### config.mk
export PLATFORM = sky130hd
export DESIGN_NAME = ssn_divider
export DESIGN_NICKNAME = d
export VERILOG_FILES = /design/src/rtl/core/assert_macros.svh /design/src/rtl/core/ssn_pkg.sv /design/src/rtl/core/ssn_divider.sv
export SDC_FILE = /design/constraint.sdc
export NUM_CORES = 1
export LEC_CHECK = 0
export BUFFER_PORTS_ARGS = -buffer_cell sky130_fd_sc_hd__buf_2
export CORE_ASPECT_RATIO = 2
export CORE_MARGIN = 2
export CORE_UTILIZATION = 53
export DETAILED_ROUTE_END_ITERATION = 6
export GPL_ROUTABILITY_DRIVEN = 0
export PLACE_DENSITY = 0.8
export SYNTH_ARGS = -nofsm -noshare
export SYNTH_HDL_FRONTEND = slang
export SYNTH_SLANG_ARGS = --single-unit
### constraint.sdc
create_clock -name clk -period 2.9 [get_ports clk]
set_input_delay 0.435 -clock clk [delete_from_list [all_inputs] [get_ports clk]]
set_output_delay 0.435 -clock clk [all_outputs]
set_load 0.02 [all_outputs]
### src/rtl/core/assert_macros.svh
// Assertion macros shared by the standard-score core.
`ifndef ASSERT_MACROS_SVH
`define ASSERT_MACROS_SVH
`ifndef ASSERT_OFF
`define SSN_ASSERT_IMPL(label, clk, rst_n, ante, cons, msg) \
  label: assert property (@(posedge clk) disable iff (!rst_n) (ante) |-> (cons)) \
    else $error(msg);
`define SSN_ASSERT_NEXT(label, clk, rst_n, ante, cons, msg) \
  label: assert property (@(posedge clk) disable iff (!rst_n) (ante) |=> (cons)) \
    else $error(msg);
`else
`define SSN_ASSERT_IMPL(label, clk, rst_n, ante, cons, msg)
`define SSN_ASSERT_NEXT(label, clk, rst_n, ante, cons, msg)
`endif
`endif

### src/rtl/core/ssn_pkg.sv
// Types, codes and constants of the standard-score core.
package ssn_pkg;

  localparam int MAX_FEATURES_DEF = 1024;

  localparam int DVD_W   = 64;
  localparam int DVSR_W  = 24;
  localparam int ITER_W  = 7;
  localparam int ROOT_W  = 32;
  localparam int SQCNT_W = 6;

  localparam logic [2:0] OP_CLEAR     = 3'd0;
  localparam logic [2:0] OP_ACCUM     = 3'd1;
  localparam logic [2:0] OP_FINALIZE  = 3'd2;
  localparam logic [2:0] OP_LOAD_MEAN = 3'd3;
  localparam logic [2:0] OP_LOAD_DEV  = 3'd4;
  localparam logic [2:0] OP_NORMALIZE = 3'd5;

  localparam logic KIND_NORM  = 1'b0;
  localparam logic KIND_STATS = 1'b1;

  typedef struct packed {
    logic [2:0]         opcode;
    logic [9:0]         feature_index;
    logic signed [23:0] value;
  } in_item_t;

  typedef struct packed {
    logic               result_kind;
    logic signed [23:0] normalized;
    logic signed [23:0] mean_out;
    logic [22:0]        deviation_out;
  } out_item_t;

  typedef struct packed {
    logic              start;
    logic [DVD_W-1:0]  dividend;
    logic [DVSR_W-1:0] divisor;
    logic [ITER_W-1:0] iters;
  } div_req_t;

  typedef enum logic [3:0] {
    S_CLEAR, S_IDLE, S_READ, S_ACC, S_MEAN_GO, S_MEAN_WAIT, S_MSQ_GO,
    S_MSQ_WAIT, S_VAR, S_SQRT_WAIT, S_NORM_GO, S_NORM_WAIT, S_DONE
  } state_t;

endpackage

### src/rtl/core/ssn_divider.sv
// Restoring unsigned divider, one quotient bit per cycle.
module ssn_divider (
  input  logic                      clk,
  input  logic                      rst_n,
  input  ssn_pkg::div_req_t         req,
  output logic                      busy,
  output logic [ssn_pkg::DVD_W-1:0] quotient
);

  logic [ssn_pkg::ITER_W-1:0] cnt_r;
  logic [ssn_pkg::DVD_W-1:0]  dvd_r, dvd_nxt;
  logic [ssn_pkg::DVSR_W-1:0] dvsr_r;
  logic [ssn_pkg::DVSR_W:0]   rem_r, rem_nxt, rem_sh;
  logic                       ge;

  always_comb begin
    rem_sh  = {rem_r[ssn_pkg::DVSR_W-1:0], dvd_r[ssn_pkg::DVD_W-1]};
    ge      = rem_sh >= {1'b0, dvsr_r};
    rem_nxt = ge ? (rem_sh - {1'b0, dvsr_r}) : rem_sh;
    dvd_nxt = {dvd_r[ssn_pkg::DVD_W-2:0], ge};
  end

  always_ff @(posedge clk) begin
    if (!rst_n) begin
      cnt_r <= '0;
    end else if (req.start) begin
      cnt_r <= req.iters;
    end else if (busy) begin
      cnt_r <= cnt_r - 1'b1;
    end
  end

  always_ff @(posedge clk) begin
    if (req.start) begin
      dvd_r  <= req.dividend;
      dvsr_r <= req.divisor;
      rem_r  <= '0;
    end else if (busy) begin
      dvd_r <= dvd_nxt;
      rem_r <= rem_nxt;
    end
  end

  assign busy     = (cnt_r != '0);
  assign quotient = dvd_r;

endmodule

==> out/summary.txt <==
Hold Path Cell Cnt: 1
first-pass GRT wire length: 23,900 microns
vias: 4,923
max_slew headroom: 45.6%
multi-input logic area: 2700 sq um
Startpoint Class: register
Synth area leader: edfxtp_1
GR Util All Layers: 25.0%
die area: 12,600 sq um
layout cell share with drive strength beyond 1: 38.7%
total grt overflow: 0
Seq/Total Area, Yosys: 53.0%
Worst path max stage delay: 0.44 ns
unrepaired setup endpoints after global routing: false
Syn Inst Count: 539
drt first pass iters: 5
status: finished, final reports clean
Setup Viol. Count Final: 0
leakage power: 0.00340 uW
average wire per standard cell: 17.5 microns
worst min path class: input port to register
CTS tree: done
Nets: 832
PD cells: 937 nW/um^2
cts bufs inserted: 17
Synth cell types: 55
die span in x: 80.2 microns
DRC viols: 0
synth top area cells: edfxtp_1 (43%), mux2_2 (12%), dfxtp_1 (10%), ha_1 (5.1%), a21oi_1 (2.3%)
CP required: 3.22 ns
# port buffers: 162
FF-to-FF Start: dvsr_r[1]
Clk pin slew, worst setup/hold paths: 0.06 ns
initial antenna violation count: 0
routed vias/inst: 5.70
area fraction of the dominant cell type after synthesis: 42.9%
Synthesized Nets: 663
Async S/R FF share, synth: 0%
setup ws final: 0.237 ns
Critical Path End Type: register
Mean Syn Cell Area: 11.4 sq um
Critical-path top delay cell: a21boi_0
Synth Cell Area: 6160 sq um
Final Critical Period: 2.66 ns
worst skew pair latency: 0.41 ns
CP Class: register to register
Synth Flop Type: edfxtp_1
Bufs on Longest Clock Path: 2
CP arrival: 2.98 ns
TNS Setup: 0 ns
Critical Path Start: dvsr_r[1]
# H-tree levels: 4
worst path bufs/invs: 1
R2R cell count: 10
clk root buf: clkbuf_16
fmax: 376 MHz
Crit path depth: 10
Slew Viols, Final: 0
Synth Register Bits: 119
Yosys warnings: 0
Die Height: 156 microns
fin crit share: 91.8%
antenna cells: 0
Clock Sink Count: 119
startpoint of the worst hold path: req[17]
initial DRC count: 222
Detail Placement HPWL: 10,900 microns
CORE AREA: 11,400 sq um
row cnt: 55
pre-CTS setup slack: 0.179 ns
Max IR drop VDD: 654 uV
Critical Path Fanout Max: 4
routed wire length: 15,100 microns
FF/Latch Area: 3260 sq um
Starting Density: 54.3%
Filler cells: 838
antenna-violating nets left: 0
fin util: 68.3%
final hold vios: 0
clock skew: 0.0113 ns
Ports: 163
largest net degree at the start of global routing: 126
crit-path leading delay family: compound AO/OA/AOI/OAI gates
Slew @ Worst Pin: 0.817 ns
number of global-route vias before repair: 5,121
P&R area growth vs syn: 25.8%
Max-Cap Viols: 0
Post-synth EDFFs: 88
crit path cell chain: inv_1 > ha_1 > nand2b_1 > a21oi_1 > o31a_1 > o21bai_1 > a21boi_0 > nor3_1 > or3b_1 > a311oi_1
[power by group]
part | internal, uW | switching (uW)
sequential | 2240 | 235
clock | 1200 | 819
combinational | 1150 | 1620
total | 4590 | 2670
[final cells by class]
class	count	area share [%]
Tap cell	142	2.29
Multi-Input combinational cell	364	34.8
Clock inverter	14	1.82
Clock buffer	18	5.53
Timing Repair Buffer	172	11.8
Sequential cell	119	42.1
Inverter	34	1.65
[synthesized netlist by cell type (7+ instances only)]
cell type,n
a21oi_1,28
and2_1,8
xnor2_1,9
edfxtp_1,88
nor2_1,36
o21ai_0,14
dfxtp_1,31
or3_1,7
a211oi_1,8
nand2b_1,10
mux2_2,65
xor2_1,10
ha_1,25
inv_1,33
nor3_1,21
a21o_1,7
clkbuf_1,14
nand2_1,37
a311oi_1,11
[path summary, 6_finish.rpt]
check | endpoint | slack [ns]
max | rem_r[15] | 0.24
min | dvsr_r[10] | 0.20
max reg2reg | rem_r[15] | 0.24
min reg2reg | rem_r[5] | 0.50
[state kept, by name, summed over array words and instances, names as in the netlist]
register and cells:
cnt_r 7, quotient 64, dvsr_r 24, rem_r 24
[cells in the final DEF, fill, tap and decap left out, types with 11 or more instances in the layout]
| cell type | n |
|---|---|
| buf_2 | 161 |
| edfxtp_1 | 88 |
| mux2_2 | 65 |
| nand2_1 | 37 |
| nor2_1 | 36 |
| inv_1 | 32 |
| dfxtp_1 | 31 |
| a21oi_1 | 27 |
| ha_1 | 24 |
| nor3_1 | 21 |
| clkbuf_16 | 17 |
| o21ai_0 | 14 |
| a311oi_1 | 11 |
[per-stage QoR]
stage | total power [uW] | std cells | hold slack [ns] | cell area, sq um
after CTS | 7260 | 863 | 0.181 | 7730
after global placement | 5130 | 831 | 0.486 | 7160
after global routing | 7690 | 863 | 0.176 | 7750
after floorplan | 4400 | 539 | 0.466 | 6160
final | 7260 | 863 | 0.195 | 7750
after detailed placement | 5210 | 831 | 0.495 | 7160
[logic make-up (layout without fill, tap and decap cells)]
| logic type | Yosys count | count (layout) | synth area share, % |
|---|---|---|---|
| and+or+nand+nor | 150 | 150 | 11.9 |
| xor gates and xnor gates | 19 | 19 | 2.70 |
| muxes | 65 | 65 | 11.9 |
| DFF | 119 | 119 | 53.0 |
| buffers and inverters | 56 | 238 | 3.53 |
| adders and majority gates | 26 | 26 | 5.40 |
| AOI/OAI and AO/OA | 104 | 104 | 11.6 |
[layer usage]
metal	global-route usage, %	vias to the layer above	wire length [microns]
li1	-	2350	-
met3	7.27	55	945
met5	0	-	0
met2	43.7	184	8090
met1	25.7	2334	5320
met4	14.7	0	712
[timing repair]
item	4_1_cts	5_1_grt
gates resized for setup	0	5
buffers inserted	0	0
hold buffers	0	0
setup endpoints to repair	0	2
No activity file was read; power rests on OpenSTA's default activity.
