`config.mk`:
```
export PLATFORM = sky130hd
export DESIGN_NAME = ssn_sqrt
export DESIGN_NICKNAME = d
export VERILOG_FILES = /design/src/rtl/core/assert_macros.svh /design/src/rtl/core/ssn_pkg.sv /design/src/rtl/core/ssn_sqrt.sv
export SDC_FILE = /design/constraint.sdc
export NUM_CORES = 1
export LEC_CHECK = 0
export BUFFER_PORTS_ARGS = -buffer_cell sky130_fd_sc_hd__buf_4
export CORE_ASPECT_RATIO = 0.75
export CORE_MARGIN = 5
export CORE_UTILIZATION = 58
export CTS_CLUSTER_DIAMETER = 30
export DETAILED_ROUTE_END_ITERATION = 10
export PLACE_DENSITY = 0.8
export SYNTH_ARGS = -nofsm -noshare
export SYNTH_HDL_FRONTEND = slang
export SYNTH_SLANG_ARGS = --single-unit
```
`constraint.sdc`:
```
create_clock -name clk -period 4.5 [get_ports clk]
set_input_delay 0.225 -clock clk [delete_from_list [all_inputs] [get_ports clk]]
set_output_delay 0.225 -clock clk [all_outputs]
set_load 0.02 [all_outputs]
```
`src/rtl/core/assert_macros.svh`:
```
// Assertion macros shared by the standard-score core.
`ifndef ASSERT_MACROS_SVH
`define ASSERT_MACROS_SVH
`ifndef ASSERT_OFF
`define SSN_ASSERT_IMPL(label, clk, rst_n, ante, cons, msg) \
  label: assert property (@(posedge clk) disable iff (!rst_n) (ante) |-> (cons)) \
    else $error(msg);
`define SSN_ASSERT_NEXT(label, clk, rst_n, ante, cons, msg) \
  label: assert property (@(posedge clk) disable iff (!rst_n) (ante) |=> (cons)) \
    else $error(msg);
`else
`define SSN_ASSERT_IMPL(label, clk, rst_n, ante, cons, msg)
`define SSN_ASSERT_NEXT(label, clk, rst_n, ante, cons, msg)
`endif
`endif

```
`src/rtl/core/ssn_pkg.sv`:
```
// Types, codes and constants of the standard-score core.
package ssn_pkg;

  localparam int MAX_FEATURES_DEF = 1024;

  localparam int DVD_W   = 64;
  localparam int DVSR_W  = 24;
  localparam int ITER_W  = 7;
  localparam int ROOT_W  = 32;
  localparam int SQCNT_W = 6;

  localparam logic [2:0] OP_CLEAR     = 3'd0;
  localparam logic [2:0] OP_ACCUM     = 3'd1;
  localparam logic [2:0] OP_FINALIZE  = 3'd2;
  localparam logic [2:0] OP_LOAD_MEAN = 3'd3;
  localparam logic [2:0] OP_LOAD_DEV  = 3'd4;
  localparam logic [2:0] OP_NORMALIZE = 3'd5;

  localparam logic KIND_NORM  = 1'b0;
  localparam logic KIND_STATS = 1'b1;

  typedef struct packed {
    logic [2:0]         opcode;
    logic [9:0]         feature_index;
    logic signed [23:0] value;
  } in_item_t;

  typedef struct packed {
    logic               result_kind;
    logic signed [23:0] normalized;
    logic signed [23:0] mean_out;
    logic [22:0]        deviation_out;
  } out_item_t;

  typedef struct packed {
    logic              start;
    logic [DVD_W-1:0]  dividend;
    logic [DVSR_W-1:0] divisor;
    logic [ITER_W-1:0] iters;
  } div_req_t;

  typedef enum logic [3:0] {
    S_CLEAR, S_IDLE, S_READ, S_ACC, S_MEAN_GO, S_MEAN_WAIT, S_MSQ_GO,
    S_MSQ_WAIT, S_VAR, S_SQRT_WAIT, S_NORM_GO, S_NORM_WAIT, S_DONE
  } state_t;

endpackage

```
`src/rtl/core/ssn_sqrt.sv`:
```
// Digit-by-digit integer square root, one root bit per cycle.
module ssn_sqrt (
  input  logic                       clk,
  input  logic                       rst_n,
  input  logic                       start,
  input  logic [ssn_pkg::DVD_W-1:0]  radicand,
  output logic                       busy,
  output logic [ssn_pkg::ROOT_W-1:0] root
);

  logic [ssn_pkg::SQCNT_W-1:0] cnt_r;
  logic [ssn_pkg::DVD_W-1:0]   rad_r;
  logic [ssn_pkg::ROOT_W-1:0]  root_r;
  logic [ssn_pkg::ROOT_W+1:0]  rem_r, rem_sh, trial, rem_nxt;
  logic                        ge;

  always_comb begin
    rem_sh  = {rem_r[ssn_pkg::ROOT_W-1:0], rad_r[ssn_pkg::DVD_W-1:ssn_pkg::DVD_W-2]};
    trial   = {root_r, 2'b01};
    ge      = rem_sh >= trial;
    rem_nxt = ge ? (rem_sh - trial) : rem_sh;
  end

  always_ff @(posedge clk) begin
    if (!rst_n) begin
      cnt_r <= '0;
    end else if (start) begin
      cnt_r <= ssn_pkg::SQCNT_W'(ssn_pkg::ROOT_W);
    end else if (busy) begin
      cnt_r <= cnt_r - 1'b1;
    end
  end

  always_ff @(posedge clk) begin
    if (start) begin
      rad_r  <= radicand;
      root_r <= '0;
      rem_r  <= '0;
    end else if (busy) begin
      rad_r  <= {rad_r[ssn_pkg::DVD_W-3:0], 2'b00};
      root_r <= {root_r[ssn_pkg::ROOT_W-2:0], ge};
      rem_r  <= rem_nxt;
    end
  end

  assign busy = (cnt_r != '0);
  assign root = root_r;

endmodule

```
==> results of run 1 <==
==> metrics by stage <==
| stage | cells | hold WS [ps] | utilization, % | setup slack, ps |
|---|---|---|---|---|
| 5_1_grt | 1041 | 10.28 | 71.11 | 707.9 |
| 6_report | 1041 | 15.36 | 71.11 | 886.0 |
| 3_3_place_gp | 1009 | 437.7 | 66.36 | 1164 |
| 4_1_cts | 1041 | 3.785 | 71.11 | 950.2 |
| 2_1_floorplan | 777 | 342.6 | - | 1216 |
| 3_5_place_dp | 1009 | 443.1 | 66.36 | 980.7 |
==> worst reg2reg max path, delay by kind of cell, from the launching register on <==
| family | cells | cell delay [ps] |
|---|---|---|
| AND/OR/NAND/NOR | 3 | 650 |
| adder cells (fa/ha/maj) | 1 | 350 |
| flip-flops | 1 | 400 |
| AO/OA/AOI/OAI | 4 | 1790 |
| buffers and inverters | 2 | 300 |
==> layer usage <==
layer,vias to the layer above,routed length (µm),global-route usage (%)
li1,2973,-,-
met1,2937,8524,35.33
met2,242,8334,38.25
met3,29,1509,6.439
met4,0,264,7.538
met5,-,0,0
==> worst paths after layout <==
path                                   to  slack (ps)  cells after the start
worst max register to register  rem_r[31]         890                     10
worst min-delay path             cnt_r[5]          20                      2
worst min register to register   root[20]         490                      2
worst max-delay path            rem_r[31]         890                     10
==> power breakdown <==
| part | total, mW | leakage, nW | internal (mW) | switching (mW) |
|---|---|---|---|---|
| Clock | 1.39 | 0.283 | 0.784 | 0.609 |
| Sequential | 1.79 | 1.23 | 1.62 | 0.170 |
| Combinational | 3.16 | 2.06 | 1.27 | 1.89 |
==> cell type report <==
class,count,area (µm²),share of cell area [%]
sequential,134,3323,37.71
inverter,50,187.7,2.130
tap,166,207.7,2.357
clock inverter,15,162.7,1.846
multi-input combinational,549,3680,41.76
clock buffer,17,425.4,4.827
timing repair buffer,110,825.8,9.371
==> cells in the final DEF (no fill, tap or decap), types with 3 or more instances in the layout <==
master / n
nand3_1: 14
nor3_1: 19
edfxtp_1: 64
a211oi_1: 17
a21oi_1: 70
or4_1: 4
and3_1: 6
a21o_1: 10
buf_4: 110
o21ai_0: 31
o211ai_1: 4
nand4_1: 12
nand2b_1: 5
xor2_1: 5
nor2_1: 46
o211a_1: 6
inv_6: 4
clkinv_4: 4
inv_1: 48
or3_1: 7
mux2i_1: 5
inv_8: 3
a31oi_1: 3
and2_1: 5
clkbuf_16: 17
xnor2_1: 20
mux2_2: 62
a311oi_1: 5
o21a_1: 5
nor2b_1: 4
nand2_1: 108
dfxtp_1: 70
ha_1: 35
a21boi_0: 4
==> flip-flops by register name, indices dropped and copies added, names as in the netlist <==
register / cells
rem_r: 32
cnt_r: 6
rad_r: 64
root: 32
==> logic make-up (layout without fill, tap and decap cells) <==
family,Yosys count,count (layout),synth area share [%]
and+or+nand+nor,238,238,14.55
AOI/OAI and AO/OA,184,184,16.15
DFF,134,134,45.00
buffers and inverters,94,192,5.269
muxes,67,67,10.13
adders and majority gates,35,35,5.930
xor gates and xnor gates,25,25,2.965
==> flow_summary_export.csv, run 1 <==
group,metric,value,unit
run_status,outcome,"finished, final reports clean",
timing,min_period_over_period,80.31,%
place,place_area,8224,µm²
hold_path,hp-start,"rst_n",
drt,drt-total-wl,18630,µm
drt,first_pass_iters,5,
global_routing,gr-total-overflow,0,
place,gp_congestion,0.9546,
logic_synthesis,ys_warn_count,0,
cells_and_area,drive_gt1_share,24.57,%
clock_tree,path_clk_slew,70,ps
worst_setup_path,critPathLaunchType,"flop",
logic_synthesis,ys_top_cells_by_area,"edfxtp_1 (26%), dfxtp_1 (19%), mux2_2 (9.5%)",
clock_tree,hold_buffers,0,
pwr,cellLeakagePower,3.573,nW
global_routing,grt_max_degree,74,
logic_synthesis,synth.distinct_cells,60,
global_routing,track_usage,25.12,%
logic_synthesis,synth_top_area_share,26.03,%
timing,fmax,276.7,MHz
logic_synthesis,yosysMostFrequentCell,"nand2_1",
cells_and_area,n_antenna_cell,0,
die,initial_core_util,59.59,%
logic_synthesis,synth-seq-cells,134,
logic_synthesis,synth_cells,777,
worst_setup_path,critPathMaxFanout,21,
logic_synthesis,syn_area_per_cell,9.504,µm²
drt,wl_per_cell,17.90,µm
run,cap_violations,0,
logic_synthesis,syn-cell-area,7385,µm²
timing,rsz0062_at_grt,"no",
timing,max_slew_margin,34.60,%
global_routing,antenna_found_initial,0,
die,core_area,12390,µm²
timing,worst-slew-pin-transition,977.6,ps
cells_and_area,fillers,894,
drt,vias_per_cell,5.938,
worst_setup_path,crit_chain,"inv_1 -> ha_1 -> nor2b_1 -> o2111ai_1 -> nand3b_1 -> a32o_1 -> o31ai_4 -> inv_2 -> and3_1 -> a2111oi_1",
global_routing,grt_first_pass_wirelength,30500,µm
global_routing,grt_pass1_vias,6033,
cells_and_area,postLayoutCellArea,8812,µm²
cells_and_area,final_nets,964,
clock_tree,post-cts-setup-buffers,0,
logic_synthesis,yosysTopAreaCell,"edfxtp_1",
cells_and_area,area_delta_synth_final,19.33,%
clock_tree,cts.sinks,134,
die,die_w,140.3,µm
timing,min_period,3614,ps
clock_tree,cts.htree.levels,4,
drt,drtIter0Drc,549,
worst_setup_path,cp-startpoint,"root[0]",
worst_setup_path,cp_slowest_stage_delay,770,ps
place,dpl.hpwl,13140,µm
pwr,p_total,6.341,mW
pwr,powerDensity,719.6,nW/µm²
die,dieHeight,107.7,µm
timing,slew_violations,0,
pwr,ir_drop,0.4859,mV
logic_synthesis,yosysSeqAreaShare,45.00,%
drt,ant_nets,0,
clock_tree,clk_latency,430,ps
timing,setup_tns,0,ps
logic_synthesis,ys_async_sr_fraction,0,%
timing,finalClockSkew,11.55,ps
die,dieArea,15110,µm²
clock_tree,cts_max_path_buffers,2,
drt,drc,0,
place,io_buffers,99,
die,boundaryPins,100,
timing,setup_viol,0,
logic_synthesis,syn_nets,879,
worst_setup_path,critPathBufInv,2,
logic_synthesis,synth_ff_type,"dfxtp_1",
logic_synthesis,synth_common_cells,"nand2_1 (109), a21oi_1 (70), dfxtp_1 (70)",
clock_tree,cts_tree,"done",
logic_synthesis,synth_edf_count,64,
worst_setup_path,required,4810,ps
clock_tree,numCtsBuffers,17,
worst_setup_path,rr_startpoint,"root[0]",
hold_path,hp-class,"input port to flop",
worst_setup_path,crit_arrival,3920,ps
worst_setup_path,cp_slowest_cell,"o31ai_4",
clock_tree,root_buffer,"clkbuf_16",
worst_setup_path,critPathTopFamily,"compound AO/OA/AOI/OAI gates",
worst_setup_path,end_kind,"flop",
clock_tree,cts-resized-gates,0,
worst_setup_path,crit_type,"flop to flop",
drt,via_count,6181,
timing,hold_viol_final,0,
die,fp-row-count,35,
(Power assumes the default switching activity.)
==> inputs of run 2 (changes only) <==
CORE_UTILIZATION = 53   (was 58)
PLACE_DENSITY = 0.77   (was 0.8)
clock period = 3.3 ns   (was 4.5 ns; I/O delays follow)
==> run 2 against run 1 <==
Against the previous run: hold slack gained 9.5 ps; utilization shrank 5.5 points; critical endpoint unchanged; critical path type unchanged; sequential share of layout area shrank 0.75 points; largest cell class unchanged.
==> flow_summary_export.csv, run 2 (same netlist as run 1, synthesis figures left out) <==
group,metric,value,unit
run_status,outcome,"finished, final reports clean",
timing,setup_viol,0,
timing,max_slew_margin,46.77,%
worst_setup_path,endpoint,"rem_r[31]",
worst_setup_path,crit_arrival,3410,ps
global_routing,antenna_found_initial,0,
cells_and_area,n_antenna_cell,0,
place,gp_congestion,0.8956,
pwr,power.switching,3.664,mW
worst_setup_path,end_kind,"flop",
timing,min_period_over_period,94.52,%
global_routing,track_usage,20.56,%
clock_tree,cts_max_path_buffers,2,
die,core_area,13700,µm²
pwr,combPwrFrac,51.1,%
cells_and_area,final_common_cell,"buf_4",
hold_path,hp-class,"input port to flop",
timing,setup_tns,0,ps
drt,vias_per_cell,5.629,
pwr,switching_share,40.86,%
worst_setup_path,crit_type,"flop to flop",
global_routing,grt_first_pass_wirelength,27840,µm
die,dieHeight,112.2,µm
drt,via_count,5972,
cells_and_area,final_cell_mix,"buf_4 (117), nand2_1 (108), a21oi_1 (70), dfxtp_1 (70), edfxtp_1 (64)",
clock_tree,clk_latency,420,ps
worst_setup_path,critPathLaunchType,"flop",
pwr,seq_power_share,26.9,%
pwr,powerDensity,997.5,nW/µm²
worst_setup_path,required,3590,ps
worst_setup_path,critPathMaxFanout,14,
pwr,ir_drop,0.8072,mV
die,fp-row-count,37,
die,initial_core_util,53.89,%
drt,drt-total-wl,17280,µm
clock_tree,root_buffer,"clkbuf_16",
worst_setup_path,timing.rr.end,"rem_r[31]",
cells_and_area,drive_gt1_share,25.73,%
worst_setup_path,r2r_slack,180,ps
clock_tree,numCtsBuffers,17,
die,dieArea,16420,µm²
clock_tree,cts.sinks,134,
cells_and_area,largest_reg_flops,64,
global_routing,grt_max_degree,65,
die,die_w,146.3,µm
cells_and_area,area_delta_synth_final,21.76,%
place,io_buffers,99,
cells_and_area,top_register,"rad_r",
global_routing,gr-total-overflow,0,
clock_tree,cts.htree.levels,4,
timing,min_period,3119,ps
drt,drtIter0Drc,440,
drt,drc,0,
timing,worst-slew-pin-transition,798.4,ps
timing,fmax,320.6,MHz
timing,slew_violations,0,
place,dpl.hpwl,11340,µm
run,cap_violations,0,
place,placed_cells,1025,
drt,first_pass_iters,4,
worst_setup_path,cp-startpoint,"root[14]",
global_routing,grt_pass1_vias,5632,
drt,ant_nets,0,
pwr,p_int,5.304,mW
clock_tree,path_clk_slew,70,ps
drt,wl_per_cell,16.29,µm
cells_and_area,final_nets,975,
pwr,power_frac_clock,22.0,%
timing,hold_viol_final,0,
pwr,cellLeakagePower,3.652,nW
timing,finalClockSkew,10.65,ps
worst_setup_path,worst-r2r-cell-count,11,
die,boundaryPins,100,
hold_path,hp-start,"radicand[1]",
cells_and_area,fin_cells,1061,
worst_setup_path,rr_startpoint,"root[14]",
cells_and_area,fillers,1117,
clock_tree,cts_tree,"done",
[run 2: worst min-delay path by stage]
stage          cells past startpoint        to  slack [ps]
2_1_floorplan                      1  cnt_r[5]         280
3_3_place_gp                       2  cnt_r[5]         380
3_5_place_dp                       2  cnt_r[5]         390
4_1_cts                            2  rad_r[1]          20
5_1_grt                            2  rad_r[1]          10
6_report                           2  rad_r[1]          20
[run 2: critical path, cell delays in order (launching register included)]
cell and delay [ps]:
dfxtp_1 400, inv_1 60, ha_1 400, a21oi_1 240, nand2_1 100, a221o_1 340, a32o_1 260, o31ai_4 370
buf_12 200, inv_2 50, and3_1 170, a2111oi_1 390
[run 2: layout make-up]
type | instances | area (µm²) | share of cell area [%]
clock buffer | 17 | 425.4 | 4.731
multi-input combinational | 549 | 3692 | 41.07
sequential | 134 | 3323 | 36.96
timing repair buffer | 121 | 958.4 | 10.66
tap | 175 | 219.0 | 2.435
inverter | 50 | 187.7 | 2.087
clock inverter | 15 | 185.2 | 2.060
[run 2: metrics by stage]
stage,utilization (%),power [mW],cell area (µm²),hold slack (ps),setup slack (ps)
final,65.61,8.969,8991,24.83,180.7
after global routing,65.61,9.576,8991,14.97,-9.451
after CTS,65.10,8.665,8921,15.17,179.1
after detailed placement,60.57,6.633,8300,392.1,215.2
after global placement,60.57,6.569,8300,382.2,208.0
after floorplan,-,5.676,7385,282.6,16.24
[run 2: power by group through the flow]
| stage | clock [mW] | sequential (mW) | combinational (mW) |
|---|---|---|---|
| after floorplan | 0 | 2.39 | 3.29 |
| after global placement | 0 | 2.42 | 4.14 |
| after detailed placement | 0 | 2.44 | 4.20 |
| after CTS | 2.00 | 2.41 | 4.26 |
| after global routing | 2.08 | 2.45 | 5.05 |
| final | 1.97 | 2.41 | 4.59 |
[run 2: per-layer routing]
metal	track usage, %	up-vias	routed length (µm)
li1	-	2983	-
met1	28.45	2808	8275
met2	32.74	160	7791
met3	5.004	21	1058
met4	5.075	0	159
met5	0	-	0
[run 2: what timing repair did]
action / in CTS / in global routing
gates resized for setup: 0 / 5
endpoints found under the setup margin: 0 / 5
hold endpoints to repair: 1 / 0
setup buffers: 0 / 1
hold buffers: 1 / 0
